[src/rrmd_pkg.sv]
package rrmd_pkg;

    // Stream payload widths, padded to whole bytes
    localparam int IN_W  = 24;
    localparam int OUT_W = 32;

    localparam int SIZE_W  = 6;
    localparam int TOP_W   = 12;
    localparam int X_W     = 16;
    localparam int Y_W     = 14;
    localparam int SHIFT_W = 10;

    // Configuration register file
    localparam int CFG_IDX_W  = 1;
    localparam int CFG_DATA_W = 4;

    localparam logic [CFG_IDX_W-1:0] CFG_MATCH_TOL  = 1'd0;
    localparam logic [CFG_IDX_W-1:0] CFG_OFFSET_FAC = 1'd1;

    localparam logic [CFG_DATA_W-1:0] MATCH_TOL_RESET  = 4'd4;
    localparam logic [CFG_DATA_W-1:0] OFFSET_FAC_RESET = 4'd4;

    // Per-row result cap and match counter saturation
    localparam int MAX_RESULTS = 64;
    localparam int RES_W       = 7;
    localparam int MC_W        = 4;
    localparam logic [MC_W-1:0] MC_MAX = 4'd15;

    typedef enum logic [1:0] {
        ST_IDLE,
        ST_MATCH,
        ST_FLUSH
    } state_t;

    typedef struct packed {
        logic cell_take;
        logic pair_step;
        logic flush;
    } cmd_t;

    typedef struct packed {
        logic need_match;
        logic pair_emit;
        logic pair_last;
        logic pend_valid;
        logic out_busy;
    } stat_t;

endpackage

[src/rrmd_ctrl.sv]
module rrmd_ctrl
(
    input  logic            clk,
    input  logic            rst_n,
    input  logic            in_valid,
    output logic            in_ready,
    input  rrmd_pkg::stat_t stat,
    output rrmd_pkg::cmd_t  cmd
);

    rrmd_pkg::state_t state_reg;
    rrmd_pkg::state_t state_next;

    logic step_ok;

    // A pair that emits waits while both the pending slot and the output are full
    assign step_ok = !(stat.pair_emit && stat.pend_valid && stat.out_busy);

    always_ff @(posedge clk or negedge rst_n)
    begin
        if (!rst_n)
        begin
            state_reg <= rrmd_pkg::ST_IDLE;
        end
        else
        begin
            state_reg <= state_next;
        end
    end

    always_comb
    begin
        state_next = state_reg;
        case (state_reg)
            rrmd_pkg::ST_IDLE:
            begin
                if (in_valid && stat.need_match)
                begin
                    state_next = rrmd_pkg::ST_MATCH;
                end
            end
            rrmd_pkg::ST_MATCH:
            begin
                if (step_ok && stat.pair_last)
                begin
                    state_next = rrmd_pkg::ST_FLUSH;
                end
            end
            rrmd_pkg::ST_FLUSH:
            begin
                if (!stat.pend_valid || !stat.out_busy)
                begin
                    state_next = rrmd_pkg::ST_IDLE;
                end
            end
            default:
            begin
                state_next = rrmd_pkg::ST_IDLE;
            end
        endcase
    end

    always_comb
    begin
        in_ready      = 1'b0;
        cmd.cell_take = 1'b0;
        cmd.pair_step = 1'b0;
        cmd.flush     = 1'b0;
        case (state_reg)
            rrmd_pkg::ST_IDLE:
            begin
                in_ready      = 1'b1;
                cmd.cell_take = in_valid;
            end
            rrmd_pkg::ST_MATCH:
            begin
                cmd.pair_step = step_ok;
            end
            rrmd_pkg::ST_FLUSH:
            begin
                cmd.flush = !stat.pend_valid || !stat.out_busy;
            end
            default:
            begin
                in_ready = 1'b0;
            end
        endcase
    end

endmodule

[src/rrmd_datapath.sv]
module rrmd_datapath
#(
    parameter int MAX_RAILS = 8,
    parameter int MAX_CELLS = 512
)
(
    input  logic                                clk,
    input  logic                                rst_n,
    input  logic                                cfg_valid,
    input  logic [rrmd_pkg::CFG_IDX_W-1:0]      cfg_index,
    input  logic [rrmd_pkg::CFG_DATA_W-1:0]     cfg_data,
    input  logic [rrmd_pkg::IN_W-1:0]           in_data,
    input  logic                                in_last,
    input  logic                                in_user,
    input  rrmd_pkg::cmd_t                      cmd,
    output rrmd_pkg::stat_t                     stat,
    output logic                                out_valid,
    output logic [rrmd_pkg::OUT_W-1:0]          out_data,
    output logic                                out_last,
    input  logic                                out_ready
);

    localparam int CW = $clog2(MAX_CELLS);
    localparam int RW = $clog2(MAX_RAILS);
    localparam int NW = $clog2(MAX_RAILS + 1);
    localparam int PW = CW + rrmd_pkg::SIZE_W + 1;

    // Configuration
    logic [rrmd_pkg::CFG_DATA_W-1:0] tol_reg;
    logic [rrmd_pkg::CFG_DATA_W-1:0] offset_reg;

    // Row scan state
    logic [CW-1:0] bank_reg [2][MAX_RAILS];
    logic          prev_sel_reg;
    logic [NW-1:0] prev_count_reg;
    logic [NW-1:0] cur_count_reg;
    logic          run_active_reg;
    logic [CW-1:0] run_start_reg;
    logic [CW-1:0] cell_index_reg;

    // Matching state
    logic [rrmd_pkg::MC_W-1:0]    mc_reg [MAX_RAILS];
    logic [RW-1:0]                i_reg;
    logic [RW-1:0]                j_reg;
    logic [NW-1:0]                nbig_reg;
    logic [NW-1:0]                nsmall_reg;
    logic                         big_bank_reg;
    logic                         prev_bigger_reg;
    logic [rrmd_pkg::RES_W-1:0]   n_reg;
    logic [rrmd_pkg::SIZE_W-1:0]  size_reg;
    logic [rrmd_pkg::TOP_W-1:0]   top_reg;
    logic [rrmd_pkg::SHIFT_W-1:0] shift_reg;

    // Pending result and output register
    logic                      pend_valid_reg;
    logic [rrmd_pkg::X_W-1:0]  pend_x_reg;
    logic [rrmd_pkg::Y_W-1:0]  pend_y_reg;
    logic                      out_valid_reg;
    logic [rrmd_pkg::X_W-1:0]  out_x_reg;
    logic [rrmd_pkg::Y_W-1:0]  out_y_reg;
    logic                      out_last_reg;

    // Cell decode
    logic                         occ;
    logic [rrmd_pkg::SIZE_W-1:0]  size_in;
    logic [rrmd_pkg::TOP_W-1:0]   top_in;
    logic [NW-1:0]                cnt;
    logic                         act;
    logic [CW-1:0]                rs;
    logic [CW-1:0]                idx;
    logic [NW-1:0]                pc;
    logic                         run_open;
    logic [CW-1:0]                rs1;
    logic                         close;
    logic [CW:0]                  end_pos;
    logic [CW:0]                  sum;
    logic [CW-1:0]                center;
    logic                         room;
    logic                         wr_ok;
    logic [NW-1:0]                cnt_eff;
    logic                         cur_bank;

    // Pair evaluation
    logic [CW-1:0]               a;
    logic [CW-1:0]               b;
    logic [CW-1:0]               d;
    logic                        hit;
    logic [rrmd_pkg::MC_W-1:0]   mc_inc;
    logic                        emit;
    logic                        j_wrap;
    logic [PW-1:0]               prod;
    logic [rrmd_pkg::X_W-1:0]    new_x;
    logic [rrmd_pkg::Y_W-1:0]    new_y;

    logic push_pair;
    logic push_flush;

    assign occ     = in_data[0];
    assign size_in = in_data[6:1];
    assign top_in  = in_data[18:7];

    // Frame start restarts the row and empties the previous list first
    assign cnt = in_user ? '0 : cur_count_reg;
    assign act = in_user ? 1'b0 : run_active_reg;
    assign rs  = in_user ? '0 : run_start_reg;
    assign idx = in_user ? '0 : cell_index_reg;
    assign pc  = in_user ? '0 : prev_count_reg;

    assign run_open = occ && !act;
    assign rs1      = run_open ? idx : rs;
    // Empty cell closes an open run; an occupied row end closes the run it is in
    assign close    = occ ? in_last : act;
    assign end_pos  = occ ? ({1'b0, idx} + (CW+1)'(1)) : {1'b0, idx};
    assign sum      = {1'b0, rs1} + end_pos;
    assign center   = sum[CW:1];
    assign room     = cnt < NW'(MAX_RAILS);
    assign wr_ok    = close && room;
    assign cnt_eff  = cnt + NW'(wr_ok);
    assign cur_bank = !prev_sel_reg;

    assign a      = bank_reg[big_bank_reg][i_reg];
    assign b      = bank_reg[!big_bank_reg][j_reg];
    assign d      = (a > b) ? (a - b) : (b - a);
    assign hit    = d < CW'(tol_reg);
    assign mc_inc = (mc_reg[j_reg] == rrmd_pkg::MC_MAX) ? mc_reg[j_reg]
                                                       : (mc_reg[j_reg] + 1'b1);
    assign emit   = hit && (mc_inc > rrmd_pkg::MC_W'(1))
                    && (n_reg < rrmd_pkg::RES_W'(rrmd_pkg::MAX_RESULTS));
    assign j_wrap = NW'(j_reg) == (nsmall_reg - NW'(1));

    assign prod  = PW'(b) * PW'(size_reg) + PW'(size_reg >> 1);
    assign new_x = rrmd_pkg::X_W'(prod);
    assign new_y = prev_bigger_reg
                   ? (rrmd_pkg::Y_W'(top_reg) - rrmd_pkg::Y_W'(shift_reg))
                   : (rrmd_pkg::Y_W'(top_reg) + rrmd_pkg::Y_W'(shift_reg));

    assign push_pair  = cmd.pair_step && emit && pend_valid_reg;
    assign push_flush = cmd.flush && pend_valid_reg;

    assign stat.need_match = in_last && (pc != '0) && (cnt_eff != '0) && (pc != cnt_eff);
    assign stat.pair_emit  = emit;
    assign stat.pair_last  = (NW'(i_reg) == (nbig_reg - NW'(1))) && j_wrap;
    assign stat.pend_valid = pend_valid_reg;
    assign stat.out_busy   = out_valid_reg && !out_ready;

    always_ff @(posedge clk or negedge rst_n)
    begin
        if (!rst_n)
        begin
            tol_reg         <= rrmd_pkg::MATCH_TOL_RESET;
            offset_reg      <= rrmd_pkg::OFFSET_FAC_RESET;
            prev_sel_reg    <= 1'b0;
            prev_count_reg  <= '0;
            cur_count_reg   <= '0;
            run_active_reg  <= 1'b0;
            run_start_reg   <= '0;
            cell_index_reg  <= '0;
            i_reg           <= '0;
            j_reg           <= '0;
            n_reg           <= '0;
            pend_valid_reg  <= 1'b0;
            out_valid_reg   <= 1'b0;
            for (int k = 0; k < MAX_RAILS; k++)
            begin
                mc_reg[k] <= '0;
            end
        end
        else
        begin
            if (cfg_valid)
            begin
                case (cfg_index)
                    rrmd_pkg::CFG_MATCH_TOL:  tol_reg    <= cfg_data;
                    rrmd_pkg::CFG_OFFSET_FAC: offset_reg <= cfg_data;
                    default:                  tol_reg    <= tol_reg;
                endcase
            end

            if (cmd.cell_take)
            begin
                if (in_last)
                begin
                    prev_count_reg <= cnt_eff;
                    prev_sel_reg   <= !prev_sel_reg;
                    cur_count_reg  <= '0;
                    run_active_reg <= 1'b0;
                    run_start_reg  <= '0;
                    cell_index_reg <= '0;
                end
                else
                begin
                    prev_count_reg <= pc;
                    cur_count_reg  <= cnt_eff;
                    run_active_reg <= occ;
                    run_start_reg  <= rs1;
                    cell_index_reg <= (idx < CW'(MAX_CELLS - 1)) ? (idx + CW'(1)) : idx;
                end
                if (stat.need_match)
                begin
                    i_reg <= '0;
                    j_reg <= '0;
                    n_reg <= '0;
                    for (int k = 0; k < MAX_RAILS; k++)
                    begin
                        mc_reg[k] <= '0;
                    end
                end
            end

            if (cmd.pair_step)
            begin
                if (hit)
                begin
                    mc_reg[j_reg] <= mc_inc;
                end
                if (emit)
                begin
                    n_reg          <= n_reg + 1'b1;
                    pend_valid_reg <= 1'b1;
                end
                if (j_wrap)
                begin
                    j_reg <= '0;
                    i_reg <= i_reg + RW'(1);
                end
                else
                begin
                    j_reg <= j_reg + RW'(1);
                end
            end

            if (push_flush)
            begin
                pend_valid_reg <= 1'b0;
            end

            if (push_pair || push_flush)
            begin
                out_valid_reg <= 1'b1;
            end
            else if (out_ready)
            begin
                out_valid_reg <= 1'b0;
            end
        end
    end

    always_ff @(posedge clk)
    begin
        if (cmd.cell_take && wr_ok)
        begin
            bank_reg[cur_bank][cnt[RW-1:0]] <= center;
        end

        if (cmd.cell_take && stat.need_match)
        begin
            // Longer list drives the outer loop
            nbig_reg        <= (pc > cnt_eff) ? pc : cnt_eff;
            nsmall_reg      <= (pc > cnt_eff) ? cnt_eff : pc;
            big_bank_reg    <= (pc > cnt_eff) ? prev_sel_reg : cur_bank;
            prev_bigger_reg <= pc > cnt_eff;
            size_reg        <= size_in;
            top_reg         <= top_in;
            shift_reg       <= rrmd_pkg::SHIFT_W'(offset_reg * size_in);
        end

        if (cmd.pair_step && emit)
        begin
            pend_x_reg <= new_x;
            pend_y_reg <= new_y;
        end

        if (push_pair || push_flush)
        begin
            out_x_reg    <= pend_x_reg;
            out_y_reg    <= pend_y_reg;
            out_last_reg <= push_flush;
        end
    end

    assign out_valid = out_valid_reg;
    assign out_last  = out_last_reg;
    assign out_data  = {{(rrmd_pkg::OUT_W - rrmd_pkg::X_W - rrmd_pkg::Y_W){1'b0}},
                        out_y_reg, out_x_reg};

endmodule

[src/rail_run_merge_detector_core.sv]
// Channel   | Direction | Signals                                   | Transaction
// ----------+-----------+-------------------------------------------+---------------------------
// s_*       | in        | s_tvalid s_tready s_tdata s_tlast s_tuser | one grid cell
// m_*       | out       | m_tvalid m_tready m_tdata m_tlast         | one crossing point
// cfg_*     | in        | cfg_valid cfg_ready cfg_index cfg_data    | one register write
//
// A row end that triggers matching walks all nbig * nsmall pairs:
// one pair of centres is compared per cycle by the single comparator, then the flush state.
// An emitting pair or the flush waits only while the pending slot and output register are full.
// rst_n is asynchronous, active low; the registers come back as 4 and 4.
// The next cell is taken while the final crossing of a row still waits at the output.
module rail_run_merge_detector_core
#(
    parameter int MAX_RAILS = 8,
    parameter int MAX_CELLS = 512
)
(
    input  logic                            clk,
    input  logic                            rst_n,
    input  logic                            s_tvalid,
    output logic                            s_tready,
    input  logic [rrmd_pkg::IN_W-1:0]       s_tdata,   // occupied, cell_size[5:0], row_top[11:0]
    input  logic                            s_tlast,   // row_end
    input  logic                            s_tuser,   // frame_start
    output logic                            m_tvalid,
    input  logic                            m_tready,
    output logic [rrmd_pkg::OUT_W-1:0]      m_tdata,   // cross_x[15:0], cross_y[13:0]
    output logic                            m_tlast,   // last
    input  logic                            cfg_valid,
    output logic                            cfg_ready,
    input  logic [rrmd_pkg::CFG_IDX_W-1:0]  cfg_index,
    input  logic [rrmd_pkg::CFG_DATA_W-1:0] cfg_data
);

    rrmd_pkg::cmd_t  cmd;
    rrmd_pkg::stat_t stat;

    assign cfg_ready = 1'b1;

    rrmd_ctrl u_ctrl
    (
        .clk      (clk),
        .rst_n    (rst_n),
        .in_valid (s_tvalid),
        .in_ready (s_tready),
        .stat     (stat),
        .cmd      (cmd)
    );

    rrmd_datapath
    #(
        .MAX_RAILS (MAX_RAILS),
        .MAX_CELLS (MAX_CELLS)
    )
    u_datapath
    (
        .clk       (clk),
        .rst_n     (rst_n),
        .cfg_valid (cfg_valid),
        .cfg_index (cfg_index),
        .cfg_data  (cfg_data),
        .in_data   (s_tdata),
        .in_last   (s_tlast),
        .in_user   (s_tuser),
        .cmd       (cmd),
        .stat      (stat),
        .out_valid (m_tvalid),
        .out_data  (m_tdata),
        .out_last  (m_tlast),
        .out_ready (m_tready)
    );

endmodule

[config.mk]
export PLATFORM = sky130hd
export DESIGN_NAME = rail_run_merge_detector_core
export DESIGN_NICKNAME = d
export VERILOG_FILES = /design/src/rrmd_pkg.sv /design/src/rrmd_ctrl.sv /design/src/rrmd_datapath.sv /design/src/rail_run_merge_detector_core.sv
export SDC_FILE = /design/constraint.sdc
export NUM_CORES = 1
export LEC_CHECK = 0
export BUFFER_PORTS_ARGS = -buffer_cell sky130_fd_sc_hd__buf_2
export CAP_MARGIN = 20
export CORE_MARGIN = 2
export CORE_UTILIZATION = 55
export DETAILED_ROUTE_END_ITERATION = 7
export PLACE_DENSITY = 0.69
export SLEW_MARGIN = 20
export SYNTH_ARGS = -nofsm -noshare
export SYNTH_HDL_FRONTEND = slang
export SYNTH_SLANG_ARGS = --single-unit
[constraint.sdc]
create_clock -name clk -period 16.75 [get_ports clk]
set_clock_uncertainty 0.1 [all_clocks]
set_input_delay 3.35 -clock clk [delete_from_list [all_inputs] [get_ports clk]]
set_output_delay 3.35 -clock clk [all_outputs]
set_load 0.03 [all_outputs]
==> results_dict.tcl, run 1 <==
set metrics [dict create \
    status "completed" \
    start_util_pct 55.33 \
    hold_violations 0 \
    power_density_nw_per_um2 201.8 \
    clk_pin_slew_ns 0.06 \
    fp.dieH_um 192.5 \
    synth_edf_count 243 \
    dp_cells 2078 \
    cts_tree "yes" \
    cp_max_fo 46 \
    startpoint "s_tuser" \
    grt_max_degree 55 \
    internal_power_uw 2547 \
    worstRegToRegCells 20 \
    dp_hpwl_um 28760 \
    syn_area_per_cell_um2 12.20 \
    yosysWarnings 0 \
    ys.flop_type "edfxtp_1" \
    cp-endpoint "u_datapath.size_reg[4]" \
    synth_cell_type_count 81 \
    finalSetupTns_ns 0 \
    drc 0 \
    wirelength_um 42640 \
    fmax_mhz 134.2 \
    cts_buffer_depth 3 \
    first_pass_iters 5 \
    ys_seq_elements 329 \
    routabilityCongestion 0.8821 \
    drv_slew 0 \
    cts_buffers 37 \
    worstSkewPairLatency_ns 0.54 \
    total_power_uw 4344 \
    clkSinkCount 329 \
    yosysMostFrequentCell "edfxtp_1" \
    port_buffers 63 \
    synthCells 1602 \
    fp-row-count 69 \
    ys_seq_area_share_pct 48.35 \
    p_leak_uw 0.008625 \
    grt_first_pass_wirelength_um 67820 \
    drt.antenna.violating_nets 0 \
    dieArea_um2 37050 \
    setup.worst_path.end_class "flip-flop" \
    startpoint_type "input port" \
    ctsHoldBuffers 0 \
    p_seq_share_pct 24.4 \
    yosysTopAreaCellShare_pct 37.35 \
    drive_gt1_share_pct 15.50 \
    cp.required_ns 16.80 \
    grt-ovfl-total 0 \
    cts.htree.levels 2 \
    synth_area_leaders "edfxtp_1 37%, dfrtp_1 11%, mux4_2 8.2%" \
    period_share_pct 44.49 \
    syn2layout_area_growth_pct 10.18 \
    p_switching_uw 1796 \
    clockPowerShare_pct 18.1 \
    min_period_ns 7.452 \
    synth.top_cells.by_count "243 x edfxtp_1, 167 x nand2_1, 133 x inv_1" \
    antenna_found_initial 2 \
    yosys.area.top_type "edfxtp_1" \
    cts_root_buf "clkbuf_16" \
    reg2reg_slack_ns 9.52 \
    syn_area_um2 19540 \
    r2r_start "u_datapath.big_bank_reg" \
    rsz0062_at_grt "false" \
    ios 72 \
    maxCapViolations 0 \
    largest_reg_flops 144 \
    vias 12829 \
    grt_pass1_vias 12923 \
    stdcell_count 2147 \
    combPwrFrac_pct 57.5 \
    dieWidth_um 192.5 \
    coreArea_um2 35310 \
    grt_usage_pct 23.68 \
    cts_resized 0 \
    postCtsSetupRepairBufs 0 \
    async_flop_share_pct 25.84 \
    initialDrtViolationCount 956 \
    r2r_end "u_datapath.out_y_reg[11]" \
    finish.utilization_pct 60.97 \
    slew_headroom_pct 21.44 \
    nNetsFinal 1853 \
    arrival_ns 7.50 \
    wire_per_inst_um 19.86 \
    vdd_ir_drop_max_mv 0.2937 \
    crit_type "input port to flip-flop" \
    switching_share_pct 41.36 \
    hp-class "flip-flop to flip-flop" \
    setup_viol 0 \
    max_slew.worst_pin.slew_ns 1.174 \
    viasPerCell 5.975 \
]
## cells in the final DEF, fill, tap and decap left out, types with 24 or more instances in the layout
cell	synthesis	routed
mux2i_1	80	80
inv_1	133	132
o21ai_0	48	48
edfxtp_1	243	243
ha_1	116	116
fa_1	44	44
buf_4	5	25
nand2_1	167	167
a21oi_1	68	68
mux4_2	71	71
clkbuf_16	0	39
nor2_1	71	71
and2_1	25	25
xnor2_1	47	44
dfrtp_1	83	81
buf_2	11	62
nor2b_1	24	24
nor3_1	28	28
nand3_1	29	29
## kinds of logic (layout without fill, tap and decap cells)
logic type	count (synthesis)	in the layout	share of synthesized area, %
and+or+nand+nor	429	429	11.09
DFF	329	329	48.35
AOI/OAI and AO/OA	244	244	8.082
buffers and inverters	206	287	4.303
muxes	169	169	13.38
adders and majority gates	160	160	11.94
xor gates and xnor gates	63	63	2.824
other	2	5	0.03844
## worst max-delay path, cell delays in order
cell      delay (ns)
buf_2           0.31
inv_1           0.42
nand2_1         0.33
o31ai_1         0.55
ha_1            0.28
nand3_1         0.10
xnor2_1         0.48
ha_1            0.37
nand4_1         0.13
nand4b_1        0.13
buf_4           0.30
inv_2           0.73
## how the worst min path moves through the flow
stage	from	endpoint	slack, ns	cells after the start
CTS	u_datapath.pend_x_reg[4]	u_datapath.out_x_reg[4]	0.32	0
global placement	u_datapath.pend_x_reg[3]	u_datapath.out_x_reg[3]	0.30	0
finish	u_datapath.pend_x_reg[4]	u_datapath.out_x_reg[4]	0.32	0
global route	u_datapath.pend_x_reg[10]	u_datapath.out_x_reg[10]	0.33	0
detailed placement	u_datapath.pend_x_reg[13]	u_datapath.out_x_reg[13]	0.30	0
floorplan	u_datapath.pend_x_reg[0]	u_datapath.out_x_reg[0]	0.30	0
## power groups by stage
stage / clock, uW / sequential [uW] / combinational, uW
finish: 786 / 1060 / 2500
global route: 838 / 1070 / 2830
CTS: 802 / 1060 / 2510
detailed placement: 0 / 1080 / 2470
global placement: 0 / 1070 / 2400
floorplan: 0 / 1060 / 1990
## routing by layer
metal / track usage (%) / wire, um / vias up
li1: - / - / 5940
met1: 30.60 / 17820 / 6352
met2: 39.76 / 20610 / 444
met3: 4.510 / 2757 / 93
met4: 9.014 / 1452 / 0
met5: 0 / 0 / -
## layout make-up
type / instances / area (um^2)
antenna: 2 / 5.005
clock buffer: 49 / 1044
clock inverter: 17 / 136.4
fill: 2735 / 13780
inverter: 134 / 503.0
multi-input combinational: 1068 / 9315
sequential: 329 / 9449
tap: 461 / 576.8
timing repair buffer: 87 / 498.0
## through the flow
step	setup WS [ns]	area [um^2]	hold WS, ns
floorplan	9.732	19540	0.3003
global placement	8.815	20300	0.3006
detailed placement	8.720	20310	0.3045
CTS	9.248	21490	0.3181
global route	8.828	21530	0.3269
finish	9.298	21530	0.3165
No activity file was read; power rests on OpenSTA's default activity.
==> run 2: changes to the inputs <==
--- a/config.mk
+++ b/config.mk
@@ -10,7 +10,7 @@
 export CORE_MARGIN = 2
 export CORE_UTILIZATION = 55
 export DETAILED_ROUTE_END_ITERATION = 7
-export PLACE_DENSITY = 0.69
+export PLACE_DENSITY = 0.72
 export SLEW_MARGIN = 20
 export SYNTH_ARGS = -nofsm -noshare
 export SYNTH_HDL_FRONTEND = slang
==> constraint.sdc (replaced) <==
create_clock -name clk -period 6.8 [get_ports clk]
set_clock_uncertainty 0.1 [all_clocks]
set_input_delay 1.36 -clock clk [delete_from_list [all_inputs] [get_ports clk]]
set_output_delay 1.36 -clock clk [all_outputs]
set_load 0.03 [all_outputs]
==> results_dict.tcl, run 2 (same netlist as run 1, synthesis figures left out) <==
set metrics [dict create \
    postCtsSetupRepairBufs 0 \
    hp-class "flip-flop to flip-flop" \
    multi_input_area_um2 9318 \
    first_pass_iters 6 \
    grt_first_pass_wirelength_um 67920 \
    nFillCells 2664 \
    arrival_ns 6.59 \
    wire_per_inst_um 19.67 \
    drive_gt1_share_pct 16.52 \
    p_seq_share_pct 25.0 \
    startpoint_type "flip-flop" \
    drt.antenna.violating_nets 0 \
    start_util_pct 55.33 \
    clockPowerShare_pct 17.8 \
    final_common_cell "edfxtp_1" \
    cts_buffers 37 \
    ios 72 \
    slew_headroom_pct 25.85 \
    rsz0062_at_grt "false" \
    setup_viol 0 \
    fmax_mhz 156.1 \
    seq_area_um2 9449 \
    cts_buffer_depth 3 \
    maxCapViolations 0 \
    combPwrFrac_pct 57.3 \
    grt-ovfl-total 0 \
    stdcell_count 2157 \
    nNetsFinal 1866 \
    syn2layout_area_growth_pct 10.71 \
    vdd_ir_drop_max_mv 0.5221 \
    coreArea_um2 35310 \
    setup.worst_path.end_class "flip-flop" \
    min_period_ns 6.406 \
    vias 12892 \
    grt_usage_pct 23.85 \
    worstSkewPairLatency_ns 0.56 \
    grt_pass1_vias 12994 \
    internal_power_uw 6315 \
    fp-row-count 69 \
    finalSetupTns_ns 0 \
    cts_resized 0 \
    dp_cells 2092 \
    final_cell_mix "243 x edfxtp_1, 167 x nand2_1, 132 x inv_1" \
    cp.required_ns 6.99 \
    largest_reg_flops 144 \
    dp_hpwl_um 29510 \
    cts_tree "yes" \
    p_leak_uw 0.008665 \
    period_share_pct 94.20 \
    fp.dieH_um 192.5 \
    switching_share_pct 41.55 \
    ctsHoldBuffers 0 \
    crit_type "flip-flop to flip-flop" \
    initialDrtViolationCount 1144 \
    max_slew.worst_pin.slew_ns 1.106 \
    viasPerCell 5.977 \
    clk_pin_slew_ns 0.06 \
    routabilityCongestion 0.8738 \
    cts.htree.levels 2 \
    port_buffers 63 \
    dieWidth_um 192.5 \
    drv_slew 0 \
    hold_violations 0 \
    grt_max_degree 55 \
    wirelength_um 42430 \
    drc 0 \
    power_density_nw_per_um2 499.4 \
    dieArea_um2 37050 \
    antenna_found_initial 2 \
    clkSinkCount 329 \
    p_switching_uw 4488 \
    cp_max_fo 11 \
    cts_root_buf "clkbuf_16" \
    status "completed" \
    total_power_uw 10800 \
]
==> run 2: worst max-delay path, cell delays in order, from the launching register on <==
cell,delay (ns)
edfxtp_1,0.84
mux4_2,0.58
mux2_2,0.29
a211o_1,0.45
and2_1,0.24
fa_1,0.53
inv_1,0.05
fa_1,0.46
fa_1,0.54
inv_1,0.04
ha_1,0.28
ha_1,0.36
inv_1,0.08
o21a_1,0.21
o31ai_1,0.36
nor4_1,0.11
o41ai_1,0.33
a21oi_1,0.13
xnor2_1,0.13
==> run 2: stage by stage <==
stage / util (%) / hold slack (ns) / setup WS [ns] / cell area [um^2]
floorplan: - / 0.3003 / 0.5914 / 19540
global placement: 57.91 / 0.3018 / 0.4474 / 20450
detailed placement: 57.96 / 0.3052 / 0.4144 / 20470
CTS: 61.20 / 0.3116 / 0.3837 / 21610
global route: 61.26 / 0.3154 / 0.1141 / 21630
finish: 61.26 / 0.3118 / 0.3941 / 21630
==> run 2: power groups by stage <==
stage | clock network (uW) | logic [uW] | registers (uW)
after detailed placement | 0 | 6090 | 2730
after CTS | 1960 | 6160 | 2690
after floorplan | 0 | 4900 | 2610
after global placement | 0 | 5920 | 2730
after global routing | 2040 | 6950 | 2720
final | 1920 | 6190 | 2700
==> run 2: worst paths after layout <==
kind	start	endpoint	slack (ns)	cells past startpoint
min in group asynchronous	rst_n	u_datapath.mc_reg[10]	0.65	1
min	u_datapath.pend_x_reg[8]	u_datapath.out_x_reg[8]	0.31	0
max in group asynchronous	rst_n	u_datapath.i_reg[0]	4.85	2
max	u_datapath.big_bank_reg	u_datapath.pend_x_reg[15]	0.39	18
min reg2reg	u_datapath.pend_x_reg[8]	u_datapath.out_x_reg[8]	0.31	0
max reg2reg	u_datapath.big_bank_reg	u_datapath.pend_x_reg[15]	0.39	18
==> run 2: per-layer routing <==
metal  track usage [%]  routed length [um]  vias to the layer above
met5                 0                  13                        -
met4             10.01                1536                        2
met3             5.037                3180                      105
met2             39.53               20320                      484
met1             30.55               17380                     6332
li1                  -                   -                     5969
==> run 2: area by class of cell <==
class	instances	share of cell area, %
sequential	329	43.68
multi-input combinational	1068	43.08
clock buffer	46	4.535
timing repair buffer	100	2.944
tap	461	2.667
inverter	134	2.325
clock inverter	18	0.7578
antenna	1	0.01157
==> run 3: changes to the inputs <==
--- a/config.mk
+++ b/config.mk
@@ -8,9 +8,9 @@
 export BUFFER_PORTS_ARGS = -buffer_cell sky130_fd_sc_hd__buf_2
 export CAP_MARGIN = 20
 export CORE_MARGIN = 2
-export CORE_UTILIZATION = 55
+export CORE_UTILIZATION = 32
 export DETAILED_ROUTE_END_ITERATION = 7
-export PLACE_DENSITY = 0.72
+export PLACE_DENSITY = 0.44
 export SLEW_MARGIN = 20
 export SYNTH_ARGS = -nofsm -noshare
 export SYNTH_HDL_FRONTEND = slang
==> constraint.sdc (replaced) <==
create_clock -name clk -period 6.6 [get_ports clk]
set_clock_uncertainty 0.1 [all_clocks]
set_input_delay 1.32 -clock clk [delete_from_list [all_inputs] [get_ports clk]]
set_output_delay 1.32 -clock clk [all_outputs]
set_load 0.03 [all_outputs]
==> results_dict.tcl, run 3 (same netlist as run 1, synthesis figures left out) <==
set metrics [dict create \
    cp.required_ns 6.81 \
    start_util_pct 32.37 \
    dp_hpwl_um 34210 \
    dieArea_um2 63050 \
    wire_per_inst_um 18.97 \
    r2r_start "u_datapath.big_bank_reg" \
    critPathSlowestCell "mux4_2" \
    worstSkewPairLatency_ns 0.56 \
    status "completed" \
    p_leak_uw 0.008927 \
    reg2reg_slack_ns 0.51 \
    syn2layout_area_growth_pct 15.25 \
    ios 72 \
    maxCapViolations 0 \
    grt_first_pass_wirelength_um 75330 \
    worstRegToRegCells 20 \
    slew_headroom_pct 24.04 \
    coreArea_um2 60360 \
    clkSinkCount 329 \
    setup_viol 0 \
    antenna_found_initial 1 \
    timing.final.ws_setup_ns 0.5062 \
    postCtsSetupRepairBufs 0 \
    cts_root_buf "clkbuf_16" \
    cts.htree.levels 2 \
    ctsHoldBuffers 0 \
    drc 0 \
    cp_max_fo 20 \
    dieWidth_um 251.1 \
    clk_pin_slew_ns 0.05 \
    final_cell_mix "243 x edfxtp_1, 167 x nand2_1, 132 x inv_1" \
    grt_usage_pct 15.43 \
    vdd_ir_drop_max_mv 0.3725 \
    cts_buffers 40 \
    fp-row-count 90 \
    drive_gt1_share_pct 18.38 \
    wirelength_um 47870 \
    grt_pass1_vias 13065 \
    initialDrtViolationCount 636 \
    crit_type "flip-flop to flip-flop" \
    grt-ovfl-total 0 \
    vias 12645 \
    slowest_delay_ns 0.53 \
    port_buffers 63 \
    drv_slew 0 \
    largest_reg_flops 144 \
    path_cells "buf_12, buf_4, mux4_2, a2111o_1, buf_4, nand2_1, fa_1, inv_1, fa_1, fa_1, ha_1, ha_1, or2_2, a21oi_1, o31ai_1, buf_4, nor4_1, o41ai_1, a21oi_1, xnor2_1" \
    drt.antenna.violating_nets 0 \
    first_pass_iters 7 \
    grt_max_degree 76 \
    min_period_ns 6.094 \
    finalSetupTns_ns 0 \
    hp-class "flip-flop to flip-flop" \
    hold_violations 0 \
    period_share_pct 92.33 \
    fp.dieH_um 251.1 \
    place_ws_ns 0.4430 \
    nNetsFinal 1906 \
    min_from "u_datapath.pend_x_reg[4]" \
    startpoint_type "flip-flop" \
    max_slew.worst_pin.slew_ns 1.131 \
    fmax_mhz 164.1 \
    viasPerCell 5.010 \
    final_common_cell "edfxtp_1" \
    cts_buffer_depth 3 \
    holdPathEnd "u_datapath.out_x_reg[4]" \
    routabilityCongestion 0.7928 \
    arrival_ns 6.30 \
    finish.utilization_pct 37.31 \
    min_path_cells 0 \
    cts_resized 0 \
    r2r_end "u_datapath.pend_x_reg[15]" \
    setup.worst_path.end_class "flip-flop" \
    power_density_nw_per_um2 516.3 \
    cts_tree "yes" \
    rsz0062_at_grt "false" \
]
run 3: cell types whose count changed in the layout (fill, tap and decap cells not counted), moves of 3 or more:
cell | previous run | this run
clkbuf_16 | 38 | 41
clkbuf_1 | 8 | 12
buf_12 | 3 | 9
buf_4 | 34 | 65
clkinv_2 | 8 | 5
run 3: area by class of cell:
class,instances,area (um^2)
Sequential cell,329,9450
Clock inverter,20,219.0
Timing Repair Buffer,137,989.7
Inverter,134,503.0
Fill cell,5856,37840
Tap cell,782,978.4
Antenna cell,1,2.502
Clock buffer,53,1071
Multi-Input combinational cell,1068,9304
run 3: worst max-delay path, delay by kind of cell (launching register included):
family | cells | cell delay (ns)
mux | 1 | 0.53
xor+xnor | 1 | 0.08
fa+ha+maj | 5 | 1.98
flops | 1 | 0.37
buf+inv | 5 | 0.94
compound gates | 5 | 1.14
simple gates | 3 | 0.68
run 3: worst max-delay path by stage:
stage,cells past startpoint,slack (ns),to,from
floorplan,24,0.39,u_datapath.out_last,u_datapath.j_reg[0]
detailed placement,20,0.44,u_datapath.pend_x_reg[15],u_datapath.big_bank_reg
CTS,20,0.45,u_datapath.pend_x_reg[15],u_datapath.big_bank_reg
global placement,20,0.46,u_datapath.pend_x_reg[15],u_datapath.big_bank_reg
finish,20,0.51,u_datapath.pend_x_reg[15],u_datapath.big_bank_reg
global route,20,0.15,u_datapath.pend_x_reg[15],u_datapath.big_bank_reg
run 3: per-layer routing:
layer / track usage [%] / wire (um) / up-vias
met5: 0 / 0 / -
li1: - / - / 6043
met2: 27.19 / 24040 / 214
met4: 4.796 / 1174 / 0
met1: 19.61 / 21010 / 6323
met3: 2.133 / 1647 / 65
run 3: metrics by stage:
step / cells / cell area, um^2 / power [uW] / hold WS (ns)
after floorplan: 1603 / 19540 / 7735 / 0.3003
after global placement: 2450 / 21210 / 9535 / 0.3023
after detailed placement: 2450 / 21220 / 9529 / 0.3056
after CTS: 2523 / 22510 / 11820 / 0.3179
after global routing: 2524 / 22520 / 12730 / 0.3221
final: 2524 / 22520 / 11630 / 0.3158
run 3: where the power goes:
group	internal, uW	leakage, uW	switching (uW)
Sequential	2580	0.00318	149
Combinational	3040	0.00512	3670
Clock	1300	0.000624	880
